File: src/sv/assert_macros.svh
// ----------------------------------------------------------------------------
// Assertion macros
// Shared concurrent assertion forms for the image rotation block.
// ----------------------------------------------------------------------------
`ifndef ASSERT_MACROS_SVH
`define ASSERT_MACROS_SVH

// Same-cycle implication, checked on every rising edge outside reset.
`define IRIM_ASSERT_IMP(lbl, ante, cons, msg) \
  lbl: assert property (@(posedge clk) disable iff (rst) (ante) |-> (cons)) else $error(msg);

// Next-cycle implication, checked on every rising edge outside reset.
`define IRIM_ASSERT_NXT(lbl, ante, cons, msg) \
  lbl: assert property (@(posedge clk) disable iff (rst) (ante) |=> (cons)) else $error(msg);

`endif

File: src/sv/irim_pkg.sv
`timescale 1ns / 1ps
// ----------------------------------------------------------------------------
// irim_pkg
// Types, codes and defaults for the nearest-neighbour image rotation block.
// ----------------------------------------------------------------------------
package irim_pkg;

  localparam int SRC_MAX_WIDTH_DEF  = 256;
  localparam int SRC_MAX_HEIGHT_DEF = 256;
  localparam int DST_MAX_DIM_DEF    = 512;
  localparam int FRAC_BITS_DEF      = 10;

  localparam int SRC_DIM_W = 9;
  localparam int DST_DIM_W = 10;
  localparam int COEF_W    = 12;
  localparam int OFFS_W    = 21;
  localparam int CFG_IDX_W = 3;
  localparam int CFG_DATA_W = 21;
  localparam int PIX_W     = 8;

  localparam logic [SRC_DIM_W-1:0] SRC_DIM_RST = SRC_DIM_W'(256);
  localparam logic [DST_DIM_W-1:0] DST_DIM_RST = DST_DIM_W'(256);
  localparam logic signed [COEF_W-1:0] COS_RST = COEF_W'(1024);
  localparam logic signed [COEF_W-1:0] SIN_RST = '0;
  localparam logic signed [OFFS_W-1:0] OFFS_RST = '0;

  localparam logic MODE_LOAD = 1'b0;
  localparam logic MODE_EMIT = 1'b1;

  typedef enum logic [CFG_IDX_W-1:0] {
    CFG_SRC_WIDTH  = 3'd0,
    CFG_SRC_HEIGHT = 3'd1,
    CFG_DST_WIDTH  = 3'd2,
    CFG_DST_HEIGHT = 3'd3,
    CFG_COS        = 3'd4,
    CFG_SIN        = 3'd5,
    CFG_OFFSET_X   = 3'd6,
    CFG_OFFSET_Y   = 3'd7
  } cfg_idx_t;

  typedef enum logic [1:0] {
    ST_IDLE,
    ST_MAP,
    ST_READ,
    ST_OUT
  } irim_state_t;

  typedef struct packed {
    logic             mode;
    logic [PIX_W-1:0] pixel_in;
  } item_t;

  typedef struct packed {
    logic [PIX_W-1:0] pixel_out;
    logic             outside;
    logic             frame_end;
  } result_t;

  typedef struct packed {
    logic valid;
    logic hit;
  } map_status_t;

endpackage

File: src/sv/irim_map.sv
`timescale 1ns / 1ps
// ----------------------------------------------------------------------------
// irim_map
// Three-stage inverse mapping of a destination position to a source address.
// ----------------------------------------------------------------------------
module irim_map
  import irim_pkg::*;
#(
  parameter int SRC_MAX_WIDTH  = SRC_MAX_WIDTH_DEF,
  parameter int SRC_MAX_HEIGHT = SRC_MAX_HEIGHT_DEF,
  parameter int DST_MAX_DIM    = DST_MAX_DIM_DEF,
  parameter int FRAC_BITS      = FRAC_BITS_DEF,
  localparam int HW     = $clog2(DST_MAX_DIM),
  localparam int SWW    = $clog2(SRC_MAX_WIDTH + 1),
  localparam int SHW    = $clog2(SRC_MAX_HEIGHT + 1),
  localparam int ADDR_W = $clog2(SRC_MAX_WIDTH * SRC_MAX_HEIGHT)
) (
  input  logic                     clk,
  input  logic                     rst,
  input  logic                     start,
  input  logic [HW-1:0]            h,
  input  logic [HW-1:0]            v,
  input  logic signed [COEF_W-1:0] cos_c,
  input  logic signed [COEF_W-1:0] sin_c,
  input  logic signed [OFFS_W-1:0] off_x,
  input  logic signed [OFFS_W-1:0] off_y,
  input  logic [SWW-1:0]           sw,
  input  logic [SHW-1:0]           sh,
  output map_status_t              stat,
  output logic [ADDR_W-1:0]        addr
);

  localparam int PW    = COEF_W + HW + 1;
  localparam int SUM_W = ((PW > OFFS_W) ? PW : OFFS_W) + 2;
  localparam int XW    = SUM_W - FRAC_BITS;
  localparam int CW    = XW + SWW + SHW;
  localparam logic signed [SUM_W-1:0] HALF = SUM_W'(1) << (FRAC_BITS - 1);

  logic                    va, vb, vc;
  logic signed [PW-1:0]    p_ch, p_sv, p_sh, p_cv;
  logic signed [SUM_W-1:0] sx, sy;
  logic signed [XW-1:0]    x, y;
  logic [CW-1:0]           xu, yu;
  logic                    inside_c;
  logic                    hit;
  logic [ADDR_W-1:0]       addr_c;
  logic signed [PW-1:0]    hs, vs;

  assign hs = PW'($signed({1'b0, h}));
  assign vs = PW'($signed({1'b0, v}));

  always_ff @(posedge clk) begin
    if (rst) begin
      va <= 1'b0;
      vb <= 1'b0;
      vc <= 1'b0;
    end else begin
      va <= start;
      vb <= va;
      vc <= vb;
    end
  end

  always_ff @(posedge clk) begin
    p_ch <= PW'(cos_c) * hs;
    p_sv <= PW'(sin_c) * vs;
    p_sh <= PW'(sin_c) * hs;
    p_cv <= PW'(cos_c) * vs;
  end

  always_ff @(posedge clk) begin
    sx <= SUM_W'(p_ch) + SUM_W'(p_sv) + SUM_W'(off_x) + HALF;
    sy <= SUM_W'(p_cv) - SUM_W'(p_sh) + SUM_W'(off_y) + HALF;
  end

  always_comb begin
    x  = XW'(sx >>> FRAC_BITS);
    y  = XW'(sy >>> FRAC_BITS);
    xu = CW'(x[XW-2:0]);
    yu = CW'(y[XW-2:0]);
    inside_c = !x[XW-1] && !y[XW-1] && (xu < CW'(sw)) && (yu < CW'(sh));
    addr_c = ADDR_W'(ADDR_W'(yu) * ADDR_W'(SRC_MAX_WIDTH) + ADDR_W'(xu));
  end

  always_ff @(posedge clk) begin
    hit  <= inside_c;
    addr <= addr_c;
  end

  assign stat.valid = vc;
  assign stat.hit   = hit;

endmodule
File: config.mk
export PLATFORM = sky130hd
export DESIGN_NAME = irim_map
export DESIGN_NICKNAME = d
export VERILOG_FILES = /design/src/sv/assert_macros.svh /design/src/sv/irim_pkg.sv /design/src/sv/irim_map.sv
export SDC_FILE = /design/constraint.sdc
export NUM_CORES = 1
export LEC_CHECK = 0
export ABC_AREA = 0
export ABC_CLOCK_PERIOD_IN_PS = 6000
export BUFFER_PORTS_ARGS = -buffer_cell sky130_fd_sc_hd__buf_4
export CORE_MARGIN = 5
export CORE_UTILIZATION = 58
export CTS_CLUSTER_DIAMETER = 60
export DETAILED_ROUTE_END_ITERATION = 7
export GPL_ROUTABILITY_DRIVEN = 0
export PLACE_DENSITY = 0.87
export SLEW_MARGIN = 20
export SYNTH_ARGS = -nofsm -noshare
export SYNTH_HDL_FRONTEND = slang
export SYNTH_SLANG_ARGS = --single-unit
File: constraint.sdc
create_clock -name clk -period 6 [get_ports clk]
set_input_delay 0.9 -clock clk [delete_from_list [all_inputs] [get_ports clk]]
set_output_delay 0.9 -clock clk [all_outputs]
set_load 0.1 [all_outputs]
==> impl_metrics.env, run 1 <==
export IMPL_wl_mm=55.4
export IMPL_ys_top_cells_by_area="fa_1 36%, ha_1 16%, dfxtp_1 12%"
export IMPL_io_buffers=122
export IMPL_tns_ps=0
export IMPL_grt_pass1_vias=19800
export IMPL_relSlewSlack_pct=31.6
export IMPL_maxCapViolCount=0
export IMPL_drtIter0Drc=955
export IMPL_synth_cell_type_count=63
export IMPL_end_kind="flip-flop"
export IMPL_drive_above_1_share_pct=6.45
export IMPL_grt_antenna_before_repair=1
export IMPL_grt_usage_pct=26.0
export IMPL_fin_crit_ps=5550
export IMPL_max_clock_freq_ghz=0.180
export IMPL_async_flop_share_pct=0
export IMPL_cp_slowest_cell="fa_1"
export IMPL_max_stage_delay_ps=660
export IMPL_min_path_type="flip-flop to flip-flop"
export IMPL_yosys_register_bits=136
export IMPL_dieArea_sq_mm=0.0446
export IMPL_path_cells="buf_4 > nand2_1 > fa_1 > fa_1 > inv_1 > fa_1 > fa_1 > inv_1 > fa_1 > inv_1 > ha_1 > a21oi_1 > nor2_1 > nor2_1 > nand2_1 > or4_1 > nand3_1 > nand3_1"
export IMPL_num_rows=73
export IMPL_clock_latency_ps=450
export IMPL_cts_sinks=136
export IMPL_clockRootBuffer="clkbuf_16"
export IMPL_nets=3466
export IMPL_setup_viol=0
export IMPL_cts_max_level=4
export IMPL_yosysTopAreaCell="fa_1"
export IMPL_clock_path_buffers=2
export IMPL_cts_setup_buffers=0
export IMPL_final_antenna_net_count=0
export IMPL_cts_tree="built"
export IMPL_die_h_um=211
export IMPL_crit_fanout=18
export IMPL_synth_cells=2559
export IMPL_cp_common_cell="fa_1"
export IMPL_syn_area_sq_mm=0.0235
export IMPL_worstPathRequired_ps=6310
export IMPL_grtUsageMet3_pct=4.74
export IMPL_path_clk_slew_ps=60
export IMPL_outcome="finished, final reports clean"
export IMPL_cts_buffers=17
export IMPL_startpoint="cos_c[11]"
export IMPL_cts_hold_buf=0
export IMPL_start_util_pct=58.8
export IMPL_grt_overflow=0
export IMPL_avgRoutedWirePerCell_um=17.4
export IMPL_cp_arrival_ps=5870
export IMPL_min_from="sx[16]$_DFF_P_"
export IMPL_vias=17400
export IMPL_n_antenna_cell=0
export IMPL_min_period_over_period_pct=92.5
export IMPL_avgViaCountPerCell=5.48
export IMPL_busiest_layer="met2"
export IMPL_synth_warnings=0
export IMPL_core_area_sq_mm=0.0399
export IMPL_syn_num_nets=3386
export IMPL_ff_latch_area_sq_mm=0.00272
export IMPL_drtPass1Iterations=7
export IMPL_worst_pin_slew_ps=1020
export IMPL_io_pins=123
export IMPL_use_met1_pct=30.3
export IMPL_rsz0062_at_grt="false"
export IMPL_synth_flop_cell="dfxtp_1"
export IMPL_synth_edf_count=0
export IMPL_hold_viol_final=0
export IMPL_postSynthAreaPerCell_sq_um=9.17
export IMPL_reg2reg_from="p_cv[3]$_DFF_P_"
export IMPL_place_hpwl_mm=45.1
export IMPL_yosysSeqAreaShare_pct=11.6
export IMPL_fill_cells=2978
export IMPL_area_delta_synth_final_pct=8.52
export IMPL_grt_start_max_net_pins=25
export IMPL_die_w_um=211
export IMPL_grt_use_met2_pct=45.8
export IMPL_multi_input_area_sq_mm=0.0181
export IMPL_grt_pass1_wl_mm=93.7
export IMPL_skew_ps=18.8
export IMPL_final_max_slew_violation_count=0
export IMPL_worstSetupPathType="input port to flip-flop"
export IMPL_synth_top_cell_area_share_pct=35.7
export IMPL_post_cts_resized=0
export IMPL_start_kind="input port"
export IMPL_drc_errors=0
export IMPL_timing_reg2reg_setup_slack_ps=1800
-- through the flow --
step	utilization (%)	area [sq um]	std cells	hold slack (ps)	worst slack (ps)
detailed placement	62.2	24800	3145	344	34.8
floorplan	-	23500	2559	323	207
global route	63.8	25500	3177	365	134
finish	63.8	25500	3177	354	448
global placement	62.2	24800	3145	330	212
CTS	63.8	25500	3177	357	486
-- metal layers --
layer / vias to the layer above / routed length, um / part of all wire [%]
met3: 212 / 3790 / 6.8
met2: 689 / 27500 / 50
li1: 7950 / - / -
met1: 8560 / 20900 / 38
met4: 2 / 3180 / 5.7
met5: - / 7 / 0.013
-- layout make-up --
type,instances,share of cell area [%]
clock buffer,17,1.67
clock inverter,15,0.835
tap,525,2.58
timing repair buffer,129,3.80
inverter,623,9.18
multi-input combinational,1732,71.2
sequential,136,10.7
-- state kept, by name, summed over array words and instances (netlist names) --
signal	flops
va	1
sx	14
p_cv	22
hit	1
addr	16
p_sv	22
p_sh	22
p_ch	22
vc	1
sy	14
vb	1
-- layout by cell type, fill, tap and decap left out, types with 17 or more instances in the layout --
cell type / instances
o21ai_1: 21
buf_4: 129
and2_1: 225
nor2_1: 49
nor3_1: 24
fa_1: 419
a21o_1: 42
xor2_1: 33
a21oi_1: 83
nor2b_1: 19
clkbuf_16: 17
nand2_1: 248
xnor2_1: 84
dfxtp_1: 136
ha_1: 303
inv_1: 623
-- cells in the mapped netlist, drive strengths merged, types with 3 or more instances --
| library cell | n |
|---|---|
| nor4 | 7 |
| o31a | 5 |
| o21bai | 16 |
| a2111oi | 3 |
| nand2 | 248 |
| a211oi | 7 |
| a21o | 42 |
| nor3 | 25 |
| fa | 419 |
| and4 | 3 |
| xnor2 | 84 |
| nand2b | 9 |
| and2 | 225 |
| nor2b | 19 |
| o21a | 13 |
| o2111ai | 4 |
| or2 | 3 |
| a21boi | 4 |
| a21oi | 83 |
| o21ai | 37 |
| nand4 | 6 |
| inv | 623 |
| a211o | 5 |
| ha | 303 |
| dfxtp | 136 |
| xor2 | 33 |
| o211ai | 11 |
| nand3 | 16 |
| nor2 | 49 |
| a31oi | 6 |
| o31ai | 5 |
| and3 | 9 |
| clkbuf | 66 |
-- cell families (layout without fill, tap and decap cells) --
family,Yosys count,in the layout,share of synthesized area [%]
flip-flops,136,136,11.6
AO/OA/AOI/OAI,260,260,7.39
adder cells (fa/ha/maj),722,722,51.9
AND/OR/NAND/NOR,633,633,13.7
buffers and inverters,691,784,11.1
XOR/XNOR,117,117,4.37
-- worst paths after layout --
check | endpoint | cells past startpoint
max reg2reg | sy[23]$_DFF_P_ | 13
min reg2reg | addr[6]$_DFF_P_ | 0
min | addr[6]$_DFF_P_ | 0
max | p_ch[21]$_DFF_P_ | 18
-- worst max-delay path, delay by kind of cell --
family	cells	cell delay (ps)
AOI/OAI and AO/OA	1	160
adders and majority gates	6	3060
buffers and inverters	4	410
and+or+nand+nor	7	1340
Power of run 1 is left out: the tool's default activity adds up to more than one toggle a clock period on the data nets, which glitch-free logic cannot reach.
==> run 2: changes to the inputs <==
Settings changed: CORE_UTILIZATION 58 to 59, CTS_BUF_LIST from default to sky130_fd_sc_hd__clkbuf_8, PLACE_DENSITY 0.87 to 0.88.
==> impl_metrics.env, run 2 (synthesis results as in run 1) <==
export IMPL_outcome="finished, final reports clean"
export IMPL_drive_above_1_share_pct=6.55
export IMPL_cp_arrival_ps=5820
export IMPL_max_stage_delay_ps=650
export IMPL_final_max_slew_violation_count=0
export IMPL_reg2reg_from="p_cv[3]$_DFF_P_"
export IMPL_maxCapViolCount=0
export IMPL_relSlewSlack_pct=37.0
export IMPL_drtIter0Drc=1067
export IMPL_timing_reg2reg_setup_slack_ps=1870
export IMPL_dieArea_sq_mm=0.0439
export IMPL_grt_overflow=0
export IMPL_io_buffers=122
export IMPL_min_from="sx[15]$_DFF_P_"
export IMPL_start_kind="input port"
export IMPL_cts_buffers=17
export IMPL_vias=17500
export IMPL_grt_start_max_net_pins=25
export IMPL_n_antenna_cell=0
export IMPL_worst_r2r_cell_count=13
export IMPL_hold_viol_final=0
export IMPL_max_clock_freq_ghz=0.184
export IMPL_crit_fanout=24
export IMPL_nets=3472
export IMPL_drtPass1Iterations=5
export IMPL_whs_path_depth=0
export IMPL_post_cts_resized=0
export IMPL_cp_slowest_cell="fa_1"
export IMPL_min_path_type="flip-flop to flip-flop"
export IMPL_area_delta_synth_final_pct=7.72
export IMPL_grt_antenna_before_repair=1
export IMPL_io_pins=123
export IMPL_grt_usage_pct=26.5
export IMPL_cts_tree="built"
export IMPL_hold_worst_slack_ps=358
export IMPL_worstPathRequired_ps=6380
export IMPL_final_common_cell="inv_1"
export IMPL_stdcell_area_sq_mm=0.0253
export IMPL_die_h_um=209
export IMPL_final_antenna_net_count=0
export IMPL_drc_errors=0
export IMPL_critical_path_top_delay_family="adder cells"
export IMPL_tns_ps=0
export IMPL_die_w_um=209
export IMPL_end_kind="flip-flop"
export IMPL_reg2reg_to="sy[23]$_DFF_P_"
export IMPL_worstSetupPathType="input port to flip-flop"
export IMPL_cts_max_level=4
export IMPL_cts_hold_buf=0
export IMPL_avgViaCountPerCell=5.51
export IMPL_wl_mm=56.0
export IMPL_path_cells="buf_4 > nand2_1 > fa_1 > fa_1 > inv_1 > fa_1 > fa_1 > inv_1 > fa_1 > inv_1 > ha_1 > inv_1 > nor2_1 > nor2_1 > nand2_1 > or4_1 > nand3_1 > nand3_1"
export IMPL_hold_end="addr[5]$_DFF_P_"
export IMPL_clock_path_buffers=2
export IMPL_core_area_sq_mm=0.0395
export IMPL_cts_setup_buffers=0
export IMPL_rsz0062_at_grt="false"
export IMPL_min_period_over_period_pct=90.5
export IMPL_path_clk_slew_ps=90
export IMPL_grt_pass1_vias=19600
export IMPL_num_rows=73
export IMPL_grt_pass1_wl_mm=93.8
export IMPL_setup_viol=0
export IMPL_avgRoutedWirePerCell_um=17.6
export IMPL_cp_common_cell="fa_1"
export IMPL_place_area_sq_mm=0.0249
export IMPL_cts_sinks=136
export IMPL_fill_cells=2958
export IMPL_fin_crit_ps=5430
export IMPL_skew_ps=18.0
export IMPL_start_util_pct=59.3
export IMPL_path_buf_inv=5
export IMPL_clockRootBuffer="clkbuf_8"
export IMPL_worst_pin_slew_ps=939
export IMPL_place_hpwl_mm=45.8
export IMPL_clock_latency_ps=510
export IMPL_mostFrequentLayoutCells="625 x inv_1, 419 x fa_1, 303 x ha_1"
==> run 2: cell types whose count changed in the layout (fill, tap and decap cells not counted) <==
cell        before  now
bufinv_16        4    3
inv_6            5    1
inv_1          623  625
clkinvlp_4       2    3
inv_8            1    0
buf_4          129  135
clkbuf_16       17    0
clkinv_2         1    2
clkbuf_8         0   18
==> run 2: worst max-delay path by stage <==
stage                     cells past startpoint                to  startpoint  slack, ps
final                                        18  p_ch[21]$_DFF_P_        h[1]        570
after global routing                         19  p_sh[19]$_DFF_P_        h[1]        290
after floorplan                              20  p_ch[21]$_DFF_P_   cos_c[11]        210
after CTS                                    18  p_ch[21]$_DFF_P_        h[1]        600
after global placement                       21  p_cv[21]$_DFF_P_        v[2]        230
after detailed placement                     18  p_ch[21]$_DFF_P_        h[1]         40
==> run 2: area by class of cell <==
type	count	area [sq um]	area share, %
repair buffers	135	1010	4.01
multi-input cells	1732	18100	71.8
inverters	623	2340	9.25
clock inverters	13	156	0.619
clock buffers	18	248	0.980
well taps	525	657	2.60
flip-flops and latches	136	2720	10.8
==> run 2: layer usage <==
layer | wire length (um) | global-route usage [%] | vias up
met3 | 4230 | 5.07 | 220
li1 | - | - | 7965
met4 | 3310 | 14.5 | 0
met1 | 20700 | 30.5 | 8638
met2 | 27800 | 46.7 | 702
met5 | 0 | 0 | -
==> run 2: worst reg2reg max path: stages, from the launching register on <==
cell      delay, ps
dfxtp_1         340
inv_1            60
fa_1            480
inv_1            40
ha_1            270
ha_1            270
o211ai_1        180
a21oi_1          70
a211oi_1        780
o311ai_1        380
a31o_2          390
o31a_1          310
a211oi_1        270
xor2_1          210
==> run 2: per-stage QoR <==
step	cells	util (%)	worst slack [ps]
2_1_floorplan	2559	-	207
3_3_place_gp	3151	62.9	226
3_5_place_dp	3151	62.9	42.3
4_1_cts	3182	63.9	602
5_1_grt	3182	63.9	287
6_report	3182	63.9	568
Power of run 2 is left out for the same reason.
